**config.mk**
```make
export PLATFORM = sky130hd
export DESIGN_NAME = credit_pull_request_parser_core
export DESIGN_NICKNAME = d
export VERILOG_FILES = /design/src/crpp_pkg.sv /design/src/crpp_front.sv /design/src/crpp_queue.sv /design/src/crpp_back.sv /design/src/credit_pull_request_parser_core.sv
export SDC_FILE = /design/constraint.sdc
export NUM_CORES = 2
export LEC_CHECK = 0
export BUFFER_PORTS_ARGS = -buffer_cell sky130_fd_sc_hd__buf_4
export CAP_MARGIN = 20
export CORE_UTILIZATION = 60
export DETAILED_ROUTE_END_ITERATION = 10
export GPL_ROUTABILITY_DRIVEN = 0
export HOLD_SLACK_MARGIN = 0.06
export PLACE_DENSITY = 0.83
export SYNTH_ARGS = -nofsm -noshare
export SYNTH_HDL_FRONTEND = slang
export SYNTH_HIERARCHICAL = 1
export SYNTH_SLANG_ARGS = --single-unit
```
**constraint.sdc**
```tcl
create_clock -name aclk -period 23 [get_ports aclk]
set_input_delay 3.45 -clock aclk [delete_from_list [all_inputs] [get_ports aclk]]
set_output_delay 3.45 -clock aclk [all_outputs]
set_load 0.005 [all_outputs]
```
**src/crpp_pkg.sv**
```systemverilog
// credit-pull request parser: shared types and constants
// used by every module of the parser, no dependencies
package crpp_pkg;

    localparam logic [31:0] REQ_MAGIC = 32'h5443_5251;
    localparam int unsigned HDR_BYTES = 64;
    localparam int unsigned REC_BYTES = 36;
    localparam int unsigned QUEUE_DEPTH = 4;

    typedef enum logic [1:0] {
        KIND_HDR_ONE = 2'd0,
        KIND_HDR_TWO = 2'd1,
        KIND_RECORD  = 2'd2,
        KIND_VERDICT = 2'd3
    } kind_t;

    localparam logic [3:0] VERD_OK      = 4'd0;
    localparam logic [3:0] VERD_LENGTH  = 4'd1;
    localparam logic [3:0] VERD_MAGIC   = 4'd2;
    localparam logic [3:0] VERD_FRAMING = 4'd3;
    localparam logic [3:0] VERD_RECRES  = 4'd4;
    localparam logic [3:0] VERD_HEADER  = 4'd5;
    localparam logic [3:0] VERD_SESSION = 4'd6;
    localparam logic [3:0] VERD_RESOURCE = 4'd7;
    localparam logic [3:0] VERD_USAGE   = 4'd8;

    localparam int unsigned FL_MAGIC  = 0;
    localparam int unsigned FL_FRAME  = 1;
    localparam int unsigned FL_HEADER = 2;
    localparam int unsigned FL_RECRES = 3;

    typedef struct packed {
        logic        has_res;
        kind_t       kind;
        logic [63:0] word_a;
        logic [63:0] word_b;
        logic [63:0] word_c;
        logic [63:0] word_d;
        logic [31:0] small_value;
        logic        has_verd;
        logic [3:0]  verdict;
    } entry_t;

endpackage

```
**src/crpp_front.sv**
```systemverilog
// front end: byte counter, field shifter, header and record checks
// emits one queue entry per byte that causes results; uses crpp_pkg
module crpp_front #(
    parameter int RESOURCE_KINDS    = 4,
    parameter int MAX_MESSAGE_BYTES = 208
) (
    input  logic            aclk,
    input  logic            aresetn,
    input  logic            in_accept,
    input  logic [7:0]      in_byte,
    input  logic            in_last,
    output logic            push,
    output crpp_pkg::entry_t push_entry
);
    import crpp_pkg::*;

    localparam int CW = $clog2(MAX_MESSAGE_BYTES + 2);

    logic [CW-1:0]             cnt_reg, cnt_next;
    logic [5:0]                rpos_reg, rpos_next;
    logic [63:0]               shift_reg, shift_next;
    logic [63:0]               hw0_reg, hw0_next, hw1_reg, hw1_next;
    logic [63:0]               hw2_reg, hw2_next, hw3_reg, hw3_next;
    logic [31:0]               qos_reg, qos_next;
    logic [3:0]                flags_reg, flags_next;
    logic [15:0]               decl_reg, decl_next;
    logic [63:0]               rf0_reg, rf0_next, rf1_reg, rf1_next, rf2_reg, rf2_next;
    logic [15:0]               rid_reg, rid_next;
    logic [RESOURCE_KINDS-1:0] seen_reg, seen_next;
    logic [3:0]                rerr_reg, rerr_next;

    logic [63:0]               f;
    logic [RESOURCE_KINDS-1:0] seen_sh;
    logic [64:0]               usage_sum;
    logic [22:0]               expect_len;
    logic [3:0]                verd;
    logic                      zs;

    always_comb begin
        cnt_next   = cnt_reg;
        rpos_next  = rpos_reg;
        shift_next = shift_reg;
        hw0_next   = hw0_reg;
        hw1_next   = hw1_reg;
        hw2_next   = hw2_reg;
        hw3_next   = hw3_reg;
        qos_next   = qos_reg;
        flags_next = flags_reg;
        decl_next  = decl_reg;
        rf0_next   = rf0_reg;
        rf1_next   = rf1_reg;
        rf2_next   = rf2_reg;
        rid_next   = rid_reg;
        seen_next  = seen_reg;
        rerr_next  = rerr_reg;
        push       = 1'b0;
        push_entry = '0;
        f          = {shift_reg[55:0], in_byte};
        seen_sh    = RESOURCE_KINDS'(seen_reg >> (rid_reg - 16'd1));
        usage_sum  = {1'b0, rf0_reg} + {1'b0, f};

        if (in_accept && cnt_reg < CW'(MAX_MESSAGE_BYTES)) begin
            shift_next = f;
            if (cnt_reg < CW'(HDR_BYTES)) begin
                case (cnt_reg[5:0])
                    6'd3:  if (f[31:0] != REQ_MAGIC) flags_next[FL_MAGIC] = 1'b1;
                    6'd5:  if (f[15:0] != 16'd1) flags_next[FL_HEADER] = 1'b1;
                    6'd7:  if (f[15:0] != 16'd0) flags_next[FL_HEADER] = 1'b1;
                    6'd15: begin
                        hw0_next = f;
                        if (f == 64'd0) flags_next[FL_HEADER] = 1'b1;
                    end
                    6'd19: qos_next = f[31:0];
                    6'd27: hw1_next = f;
                    6'd35: hw2_next = f;
                    6'd43: begin
                        hw3_next = f;
                        push = 1'b1;
                        push_entry.has_res = 1'b1;
                        push_entry.kind = KIND_HDR_ONE;
                        push_entry.word_a = hw0_reg;
                        push_entry.word_b = hw1_reg;
                        push_entry.word_c = hw2_reg;
                        push_entry.word_d = f;
                        push_entry.small_value = qos_reg;
                    end
                    6'd51: begin
                        hw0_next = f;
                        if (f == 64'd0) flags_next[FL_HEADER] = 1'b1;
                    end
                    6'd59: rf0_next = f;
                    6'd61: decl_next = f[15:0];
                    6'd63: begin
                        if (f[15:0] != 16'd0) flags_next[FL_FRAME] = 1'b1;
                        push = 1'b1;
                        push_entry.has_res = 1'b1;
                        push_entry.kind = KIND_HDR_TWO;
                        push_entry.word_a = hw0_reg;
                        push_entry.word_b = rf0_reg;
                        push_entry.small_value = {16'd0, decl_reg};
                    end
                    default: ;
                endcase
            end else begin
                rpos_next = (rpos_reg == 6'(REC_BYTES - 1)) ? 6'd0 : rpos_reg + 6'd1;
                case (rpos_reg)
                    6'd1:  rid_next = f[15:0];
                    6'd3:  if (f[15:0] != 16'd0) flags_next[FL_RECRES] = 1'b1;
                    6'd11: rf0_next = f;
                    6'd19: rf1_next = f;
                    6'd27: rf2_next = f;
                    6'd35: begin
                        if (rerr_reg == VERD_OK) begin
                            if (rid_reg < 16'd1 || rid_reg > 16'(RESOURCE_KINDS) ||
                                seen_sh[0]) begin
                                rerr_next = VERD_RESOURCE;
                            end else begin
                                seen_next = seen_reg |
                                    RESOURCE_KINDS'({{(RESOURCE_KINDS-1){1'b0}}, 1'b1}
                                        << (rid_reg - 16'd1));
                                if (rf1_reg > rf0_reg || rf2_reg > f || usage_sum[64])
                                    rerr_next = VERD_USAGE;
                            end
                        end
                        push = 1'b1;
                        push_entry.has_res = 1'b1;
                        push_entry.kind = KIND_RECORD;
                        push_entry.word_a = rf0_reg;
                        push_entry.word_b = rf1_reg;
                        push_entry.word_c = rf2_reg;
                        push_entry.word_d = f;
                        push_entry.small_value = {16'd0, rid_reg};
                    end
                    default: ;
                endcase
            end
        end
        if (in_accept && cnt_reg <= CW'(MAX_MESSAGE_BYTES))
            cnt_next = cnt_reg + CW'(1);

        expect_len = 23'(HDR_BYTES) + 23'(decl_next) * 23'(REC_BYTES);
        zs = (hw1_next == 64'd0) && (hw2_next == 64'd0);
        if (cnt_next < CW'(HDR_BYTES) || cnt_next > CW'(MAX_MESSAGE_BYTES))
            verd = VERD_LENGTH;
        else if (flags_next[FL_MAGIC])
            verd = VERD_MAGIC;
        else if (flags_next[FL_FRAME] || decl_next == 16'd0 ||
                 decl_next > 16'(RESOURCE_KINDS) || 23'(cnt_next) != expect_len)
            verd = VERD_FRAMING;
        else if (flags_next[FL_RECRES])
            verd = VERD_RECRES;
        else if (flags_next[FL_HEADER])
            verd = VERD_HEADER;
        else if (zs != (hw3_next == 64'd0))
            verd = VERD_SESSION;
        else
            verd = rerr_next;

        if (in_accept && in_last) begin
            push = 1'b1;
            push_entry.has_verd = 1'b1;
            push_entry.verdict = verd;
            cnt_next   = '0;
            rpos_next  = '0;
            shift_next = '0;
            hw0_next   = '0;
            hw1_next   = '0;
            hw2_next   = '0;
            hw3_next   = '0;
            qos_next   = '0;
            flags_next = '0;
            decl_next  = '0;
            rf0_next   = '0;
            rf1_next   = '0;
            rf2_next   = '0;
            rid_next   = '0;
            seen_next  = '0;
            rerr_next  = '0;
        end
    end

    always_ff @(posedge aclk) begin
        if (!aresetn) begin
            cnt_reg   <= '0;
            rpos_reg  <= '0;
            shift_reg <= '0;
            hw0_reg   <= '0;
            hw1_reg   <= '0;
            hw2_reg   <= '0;
            hw3_reg   <= '0;
            qos_reg   <= '0;
            flags_reg <= '0;
            decl_reg  <= '0;
            rf0_reg   <= '0;
            rf1_reg   <= '0;
            rf2_reg   <= '0;
            rid_reg   <= '0;
            seen_reg  <= '0;
            rerr_reg  <= '0;
        end else begin
            cnt_reg   <= cnt_next;
            rpos_reg  <= rpos_next;
            shift_reg <= shift_next;
            hw0_reg   <= hw0_next;
            hw1_reg   <= hw1_next;
            hw2_reg   <= hw2_next;
            hw3_reg   <= hw3_next;
            qos_reg   <= qos_next;
            flags_reg <= flags_next;
            decl_reg  <= decl_next;
            rf0_reg   <= rf0_next;
            rf1_reg   <= rf1_next;
            rf2_reg   <= rf2_next;
            rid_reg   <= rid_next;
            seen_reg  <= seen_next;
            rerr_reg  <= rerr_next;
        end
    end

endmodule

```
**src/crpp_queue.sv**
```systemverilog
// short entry queue between front end and back end
// register array with read and write pointers; uses crpp_pkg
module crpp_queue (
    input  logic             aclk,
    input  logic             aresetn,
    input  logic             push,
    input  crpp_pkg::entry_t push_entry,
    input  logic             pop,
    output logic             full,
    output logic             q_valid,
    output crpp_pkg::entry_t head
);
    import crpp_pkg::*;

    localparam int AW = $clog2(QUEUE_DEPTH);

    entry_t          mem [QUEUE_DEPTH];
    logic [AW-1:0]   wptr_reg, rptr_reg;
    logic [AW:0]     count_reg;

    assign full    = (count_reg == (AW+1)'(QUEUE_DEPTH));
    assign q_valid = (count_reg != '0);
    assign head    = mem[rptr_reg];

    always_ff @(posedge aclk) begin
        if (push)
            mem[wptr_reg] <= push_entry;
    end

    always_ff @(posedge aclk) begin
        if (!aresetn) begin
            wptr_reg  <= '0;
            rptr_reg  <= '0;
            count_reg <= '0;
        end else begin
            if (push)
                wptr_reg <= wptr_reg + AW'(1);
            if (pop)
                rptr_reg <= rptr_reg + AW'(1);
            count_reg <= count_reg + (AW+1)'(push) - (AW+1)'(pop);
        end
    end

endmodule

```
**src/crpp_back.sv**
```systemverilog
// back end: expands queue entries into result transfers
// owns the output register; uses crpp_pkg
module crpp_back (
    input  logic             aclk,
    input  logic             aresetn,
    input  logic             q_valid,
    input  crpp_pkg::entry_t head,
    output logic             pop,
    output logic             m_tvalid,
    input  logic             m_tready,
    output logic [295:0]     m_tdata,
    output logic [1:0]       m_tuser,
    output logic             m_tlast
);
    import crpp_pkg::*;

    logic         valid_reg;
    logic         phase_reg;
    logic [295:0] data_reg;
    logic [1:0]   user_reg;
    logic         last_reg;
    logic         load;
    logic         send_res;

    assign load     = !valid_reg || m_tready;
    assign send_res = head.has_res && !phase_reg;
    assign pop      = load && q_valid && !(send_res && head.has_verd);

    assign m_tvalid = valid_reg;
    assign m_tdata  = data_reg;
    assign m_tuser  = user_reg;
    assign m_tlast  = last_reg;

    always_ff @(posedge aclk) begin
        if (load && q_valid) begin
            if (send_res) begin
                data_reg <= {4'd0, VERD_OK, head.small_value, head.word_d,
                             head.word_c, head.word_b, head.word_a};
                user_reg <= head.kind;
                last_reg <= !head.has_verd;
            end else begin
                data_reg <= {4'd0, head.verdict, 288'd0};
                user_reg <= KIND_VERDICT;
                last_reg <= 1'b1;
            end
        end
    end

    always_ff @(posedge aclk) begin
        if (!aresetn) begin
            valid_reg <= 1'b0;
            phase_reg <= 1'b0;
        end else if (load) begin
            valid_reg <= q_valid;
            if (q_valid)
                phase_reg <= send_res && head.has_verd;
        end
    end

    a_verdict_last: assert property (@(posedge aclk) disable iff (!aresetn)
        (m_tvalid && m_tuser == KIND_VERDICT) |-> m_tlast)
        else $error("verdict transfer without tlast");

    a_data_no_verdict: assert property (@(posedge aclk) disable iff (!aresetn)
        (m_tvalid && m_tuser != KIND_VERDICT) |-> (m_tdata[291:288] == VERD_OK))
        else $error("nonzero verdict on data transfer");

    a_phase_pending: assert property (@(posedge aclk) disable iff (!aresetn)
        phase_reg |-> q_valid)
        else $error("verdict phase with empty queue");

endmodule

```
**src/credit_pull_request_parser_core.sv**
```systemverilog
// credit-pull request parser, top level
// joins crpp_front, crpp_queue and crpp_back; uses crpp_pkg
//
// input channel s_*: one message byte per transfer, tlast on the final byte
// of a message. result channel m_*: tuser is the result kind (header part
// one, header part two, resource record, verdict), tlast marks the last
// result caused by one input byte.
// a byte is taken every cycle while the four-entry queue between front end
// and back end has room; the front end parses and checks a byte in the cycle
// it is accepted. a result passes through the queue and the output register
// on its way to m_*. a byte causing a record or header result and the verdict
// yields two transfers, other bytes at most one; unstalled, one byte per cycle.
// reset clears all parse state, the queue and the output register; each
// verdict also returns the parse state to reset for the next message.
// a stalled receiver holds the output register, the queue fills and
// s_tready drops once it is full.
module credit_pull_request_parser_core #(
    parameter int RESOURCE_KINDS    = 4,
    parameter int MAX_MESSAGE_BYTES = 208
) (
    input  logic         aclk,
    input  logic         aresetn,
    input  logic         s_tvalid,
    output logic         s_tready,
    input  logic [7:0]   s_tdata,   // in_byte
    input  logic         s_tlast,   // end_of_message
    output logic         m_tvalid,
    input  logic         m_tready,
    output logic [295:0] m_tdata,   // word_a, word_b, word_c, word_d, small_value, verdict
    output logic [1:0]   m_tuser,   // kind
    output logic         m_tlast    // run_last
);
    import crpp_pkg::*;

    logic   in_accept;
    logic   push, pop, full, q_valid;
    entry_t push_entry, head;

    assign s_tready  = !full;
    assign in_accept = s_tvalid && s_tready;

    crpp_front #(
        .RESOURCE_KINDS   (RESOURCE_KINDS),
        .MAX_MESSAGE_BYTES(MAX_MESSAGE_BYTES)
    ) u_front (
        .aclk      (aclk),
        .aresetn   (aresetn),
        .in_accept (in_accept),
        .in_byte   (s_tdata),
        .in_last   (s_tlast),
        .push      (push),
        .push_entry(push_entry)
    );

    crpp_queue u_queue (
        .aclk      (aclk),
        .aresetn   (aresetn),
        .push      (push),
        .push_entry(push_entry),
        .pop       (pop),
        .full      (full),
        .q_valid   (q_valid),
        .head      (head)
    );

    crpp_back u_back (
        .aclk    (aclk),
        .aresetn (aresetn),
        .q_valid (q_valid),
        .head    (head),
        .pop     (pop),
        .m_tvalid(m_tvalid),
        .m_tready(m_tready),
        .m_tdata (m_tdata),
        .m_tuser (m_tuser),
        .m_tlast (m_tlast)
    );

endmodule

```
* Word level (Yosys, flattened, before mapping)
Memories as Yosys holds them, arrays and structs flattened. A register that Yosys moved wholly into a read port is not among the register bits.
Cells that the tools add are included.
** Word-level totals
- Memories :: 1
- RAM bits :: 1184
- Logic and storage cells :: 179
- Register bits :: 902
** Memory list
- u_queue.mem :: words 4, width 296, rd ports 1, clocked after Yosys merged registers in 1, wr ports 1, RTL line crpp_queue.sv:17 : entry_t mem [QUEUE_DEPTH];
** Cells by class
- Add/sub/neg operators :: 9
- Muxes and demuxes :: 58
- $mul :: 1
- Reduce and logical (&&, ||, !) cells :: 44
- Shifts and indexed selects :: 2
- Bitwise gates (word level) :: 4
- Eq/ne operators :: 24
- Order comparisons :: 10
** Operators with widths (count)
- 291-bit 2-to-1 mux :: 3
- 64-bit 2-to-1 mux :: 12
- 131-bit case mux with 2 select lines :: 1
- 64-bit logical NOT :: 4
- 64-bit > comparator :: 2
- 128-bit 2-to-1 mux :: 1
- 64-bit by 64-bit adder with 65-bit output :: 1
- 32-bit case mux with 2 select lines :: 1
- 4-bit 2-to-1 mux :: 13
- 16-bit 2-to-1 mux :: 3
- 6-bit == test, second input constant :: 7
- 16-bit by 3-bit > comparator with 1-bit output, second input constant :: 2
- 32-bit by 31-bit != test with 1-bit output, second input constant :: 1
- 6-bit by 5-bit == test with 1-bit output, second input constant :: 4
- 7-bit by 22-bit adder with 23-bit output, first input constant :: 1
- 8-bit by 23-bit != test with 1-bit output :: 1
- 16-bit by 4-bit multiplier with 20-bit output, second input constant :: 1
- 3-bit AND reduction :: 6
- 1-bit 2-to-1 mux :: 17
- 16-bit logical NOT :: 1
- 16-bit by 1-bit less-than comparator with 1-bit output, second input constant :: 1
- 8-bit by 7-bit less-than comparator with 1-bit output, second input constant :: 2
- 16-bit by 1-bit != test with 1-bit output, second input constant :: 1
- 16-bit nonzero test :: 1
- 35 further kinds :: 65

* Longest topological paths before layout
- Depth in word-level cells :: 16
- Mapped depth :: 22
- Gate-level depth less buffers :: 20

* Cells and area by module
The synthesis kept the hierarchy.
** By module, submodules not included
- crpp_queue :: area an instance 43155.1 um^2, instances 1, cells an instance 1588
- crpp_front :: area an instance 31233.7 um^2, instances 1, cells an instance 4170
- crpp_back :: area an instance 11170.7 um^2, instances 1, cells an instance 640
- credit_pull_request_parser_core :: area an instance 10.0 um^2, instances 1, cells an instance 2

* Worst setup path after synthesis
OpenSTA, ideal clock, no wires.
- Kind :: input to register
- Start :: input s_tvalid
- End :: memory u_queue/mem[0][0] in the netlist's numbering (enable)
- Stages :: 7
- Arrival time :: 11511 ps
- Path slack :: 10795 ps
- Setup time :: 694 ps
- Cells stage by stage :: nor2b_1 -> buf_2 -> nand3b_1 -> nor2_1 -> clkbuf_1 -> or3_1 -> and2_1
** Between the ends
- Word-level cells in the longest chain between the ends :: 6
** Ends and longest elaborated chain
- from (decl) :: RTL line credit_pull_request_parser_core.sv:23 : input logic s_tvalid,
- 1-bit logical AND * :: RTL line credit_pull_request_parser_core.sv:40 : assign in_accept = s_tvalid && s_tready;
- 1-bit logical AND :: RTL line crpp_front.sv:62 : if (in_accept && cnt_reg < CW'(MAX_MESSAGE_BYTES)) begin
- 1-bit 2-to-1 mux :: RTL line crpp_front.sv:62
- 1-bit 2-to-1 mux * :: RTL line crpp_front.sv:159 : if (in_accept && in_last) begin
- via push :: RTL line credit_pull_request_parser_core.sv:36 : logic push, pop, full, q_valid;
- 1-bit 2-to-1 mux * :: RTL line crpp_queue.sv:26 : if (push)
- 1-bit 2-to-1 mux (implied by the code) * :: RTL line crpp_queue.sv:27 : mem[wptr_reg] <= push_entry;
- to (decl) :: RTL line crpp_queue.sv:17
The timed path passes the listed nets; every way through them passes the cells marked *.

==> metrics <==
status finished with violations; violated checks design-rule violations; Hold-fix buffers, CTS 0; Int Pwr 0.00718 W; DIE AREA between 100000 and 150000 sq um; antenna viol nets, final 0; Slew Limit Fails 0; worst hold path type reg2reg; layout overhead on the synthesized area 11.8%; clock network power share 0.339; number of global-route vias before repair 54.4k; diode count 0; # port buffers a little over 300; CTS tree done; clk_skew 0.0623 ns; CP max FO 36; layout cells sized above 1 0.159; crit end category flop; RSZ-0062 raised after global routing no; Initial Util 0.604; flops & latches, synth around 2.1k; grt ovf 0; Fmax approximately 0.13 GHz; total clock sinks 2084; max cap viols 0; DR pass1 iterations 11; antenna violations before repair 9; Ports 314; flop2flop setup slack roughly 17 ns; Clock Latency Late Sink roughly 0.86 ns; Post-DP HPWL 132000 um; TritonCTS Buffers 196; Synth top area share 0.519; final cycle utilization of the critical path 0.347; first-pass GRT wire length 334000 um; wire length per cell 25.7 um; Core ar. 142000 sq um; Flop pwr share 0.488; Peak supply drop about 0.00018 V; multi-input logic area 26100 sq um; Worst-Margin Slew 1.20 ns; drc violations 1; FF/Latch Area 56500 sq um; Rows 138; sw power around 0.0024 W; clock buffer depth 3; Final Hold Fails 0; CTS H-tree depth 4; Post-Syn Area 85600 sq um; Startpoint Class primary input; Relative slew margins 0.203; post-synth cell types 86; share of the yosys chip area belonging to registers 0.661; Iter 0 DRT Violations about 8k; Mapped Cells 6400; top-count cell post-synth edfxtp_1; DIE HEIGHT 380 um; PD cells 101 nW/um^2; clk root buf clkbuf_16; top_reg_cell synth edfxtp_1; Fillers 9193; gr usage total 0.304; Arr. time, crit path 8.56 ns; Yosys top cell by area edfxtp_1; Synth top cells by count edfxtp_1, nand2_1, a21oi_1, dfxtp_1, and2_1; switch share 0.253; Post-synth EDFFs 1479; async set-reset flop share out of synthesis 0; Via density 6.41; flip-flop count of the largest register after layout 1184; Nets approximately 6.8k; WS Path Type in2reg; final WL 222000 um; largest net degree at the start of global routing 252; setup bufs post-CTS 0; Total Power 0.00962 W; post_cts resized 0; final setup fails 0; Leak Pwr 33.9 nW; Comb pwr share 0.173; worst path required time 23.57 ns; syn avg cell area approximately 13 sq um; vias post-DR 55.4k; Clock transition at path regs 0.06 ns; largest cells by area after synthesis edfxtp_1, dfxtp_1, mux4_2; post-layout min period 7.99 ns; Sum Neg Setup Slack 0 ns; Die W 380 um; Synthesis Warnings 6; Reg with most FFs u_queue/mem
layout by cell type, fill, tap and decap left out, types with 22 or more instances in the layout:
| cell type | n |
|---|---|
| mux4_2 | 297 |
| nand2_1 | 1148 |
| nor2_1 | 141 |
| clkbuf_1 | 49 |
| nand4_1 | 66 |
| and3_1 | 27 |
| ha_1 | 219 |
| xnor2_1 | 22 |
| nor4_1 | 80 |
| and2_1 | 356 |
| a21oi_1 | 625 |
| dfxtp_1 | 603 |
| clkinv_2 | 35 |
| clkbuf_16 | 200 |
| nor2b_1 | 22 |
| a222oi_1 | 80 |
| a21o_1 | 46 |
| buf_4 | 417 |
| o21ai_0 | 56 |
| nor3_1 | 31 |
| xor2_1 | 25 |
| a22o_1 | 128 |
| inv_1 | 244 |
| nand3_1 | 33 |
| edfxtp_1 | 1479 |
| clkinv_1 | 29 |
cell families (layout without fill, tap and decap cells):
kind of cell    count (synthesis)  count (layout)  share of synthesized area
mux                           313             313                     0.0801
compound gates               1043            1043                     0.0765
xor+xnor                       48              48                    0.00507
fa+ha+maj                     221             221                     0.0325
flops                        2084            2084                      0.661
other cells                     1               4                  0.0000438
simple gates                 2002            2002                      0.109
buf+inv                       688            1041                     0.0361
worst max-delay path: stages:
cell       delay (ns)
buf_4            0.10
nor2b_1          0.12
buf_4            0.21
nand4bb_1        0.22
or2_1            0.13
buf_4            0.36
mux2i_1          0.39
inv_1            0.09
ha_1             0.29
ha_1             0.19
inv_1            0.06
fa_1             0.40
nor2b_1          0.32
o22ai_1          0.17
xnor2_1          0.38
and4_1           0.29
nand2_1          0.10
o22a_1           0.25
or4_1            0.53
nor3_1           0.25
a31oi_1          0.22
routing by layer:
| metal | global-route usage | routed length (um) | vias to the layer above |
|---|---|---|---|
| li1 | - | - | 23800 |
| met1 | 0.393 | 80100 | 27100 |
| met2 | 0.487 | 106000 | 3648 |
| met3 | 0.0618 | 22800 | 811 |
| met4 | 0.162 | 13200 | 8 |
| met5 | 0 | 53 | - |
worst paths after layout:
| kind | from | to | cells past startpoint |
|---|---|---|---|
| worst max-delay path | s_tvalid | u_queue/mem[2][0] | 21 |
| worst min register to register | u_front/hw3_reg[2] | u_front/hw3_reg[2] | 2 |
| worst min-delay path | u_front/hw3_reg[2] | u_front/hw3_reg[2] | 2 |
| worst max register to register | u_queue/count_reg[1] | u_queue/mem[2][0] | 21 |
area by class of cell:
type,count,area share
sequential,2084,0.591
multi-input combinational,3631,0.273
clock buffer,261,0.0559
timing repair buffer,424,0.0340
tap,1890,0.0247
clock inverter,111,0.0118
inverter,245,0.00969
stage by stage:
step                setup slack, ns  instances   util  hold WS, ns  instance area [sq um]
floorplan                     10.80       6403      -        0.432                  85600
CTS                           15.12       8643  0.676        0.454                  95600
detailed placement            14.23       8271  0.630        0.445                  89200
global placement              14.36       8271  0.630        0.438                  89200
global route                  14.60       8646  0.676        0.472                  95700
finish                        15.01       8646  0.676        0.454                  95700
power groups by stage:
| stage | Combinational [W] | Sequential, W | Clock [W] |
|---|---|---|---|
| finish | 0.00166 | 0.00470 | 0.00326 |
| global route | 0.00177 | 0.00474 | 0.00343 |
| CTS | 0.00169 | 0.00470 | 0.00329 |
| detailed placement | 0.00166 | 0.00477 | 0 |
| global placement | 0.00163 | 0.00476 | 0 |
| floorplan | 0.000949 | 0.00486 | 0 |
No activity file was read; power rests on OpenSTA's default activity.
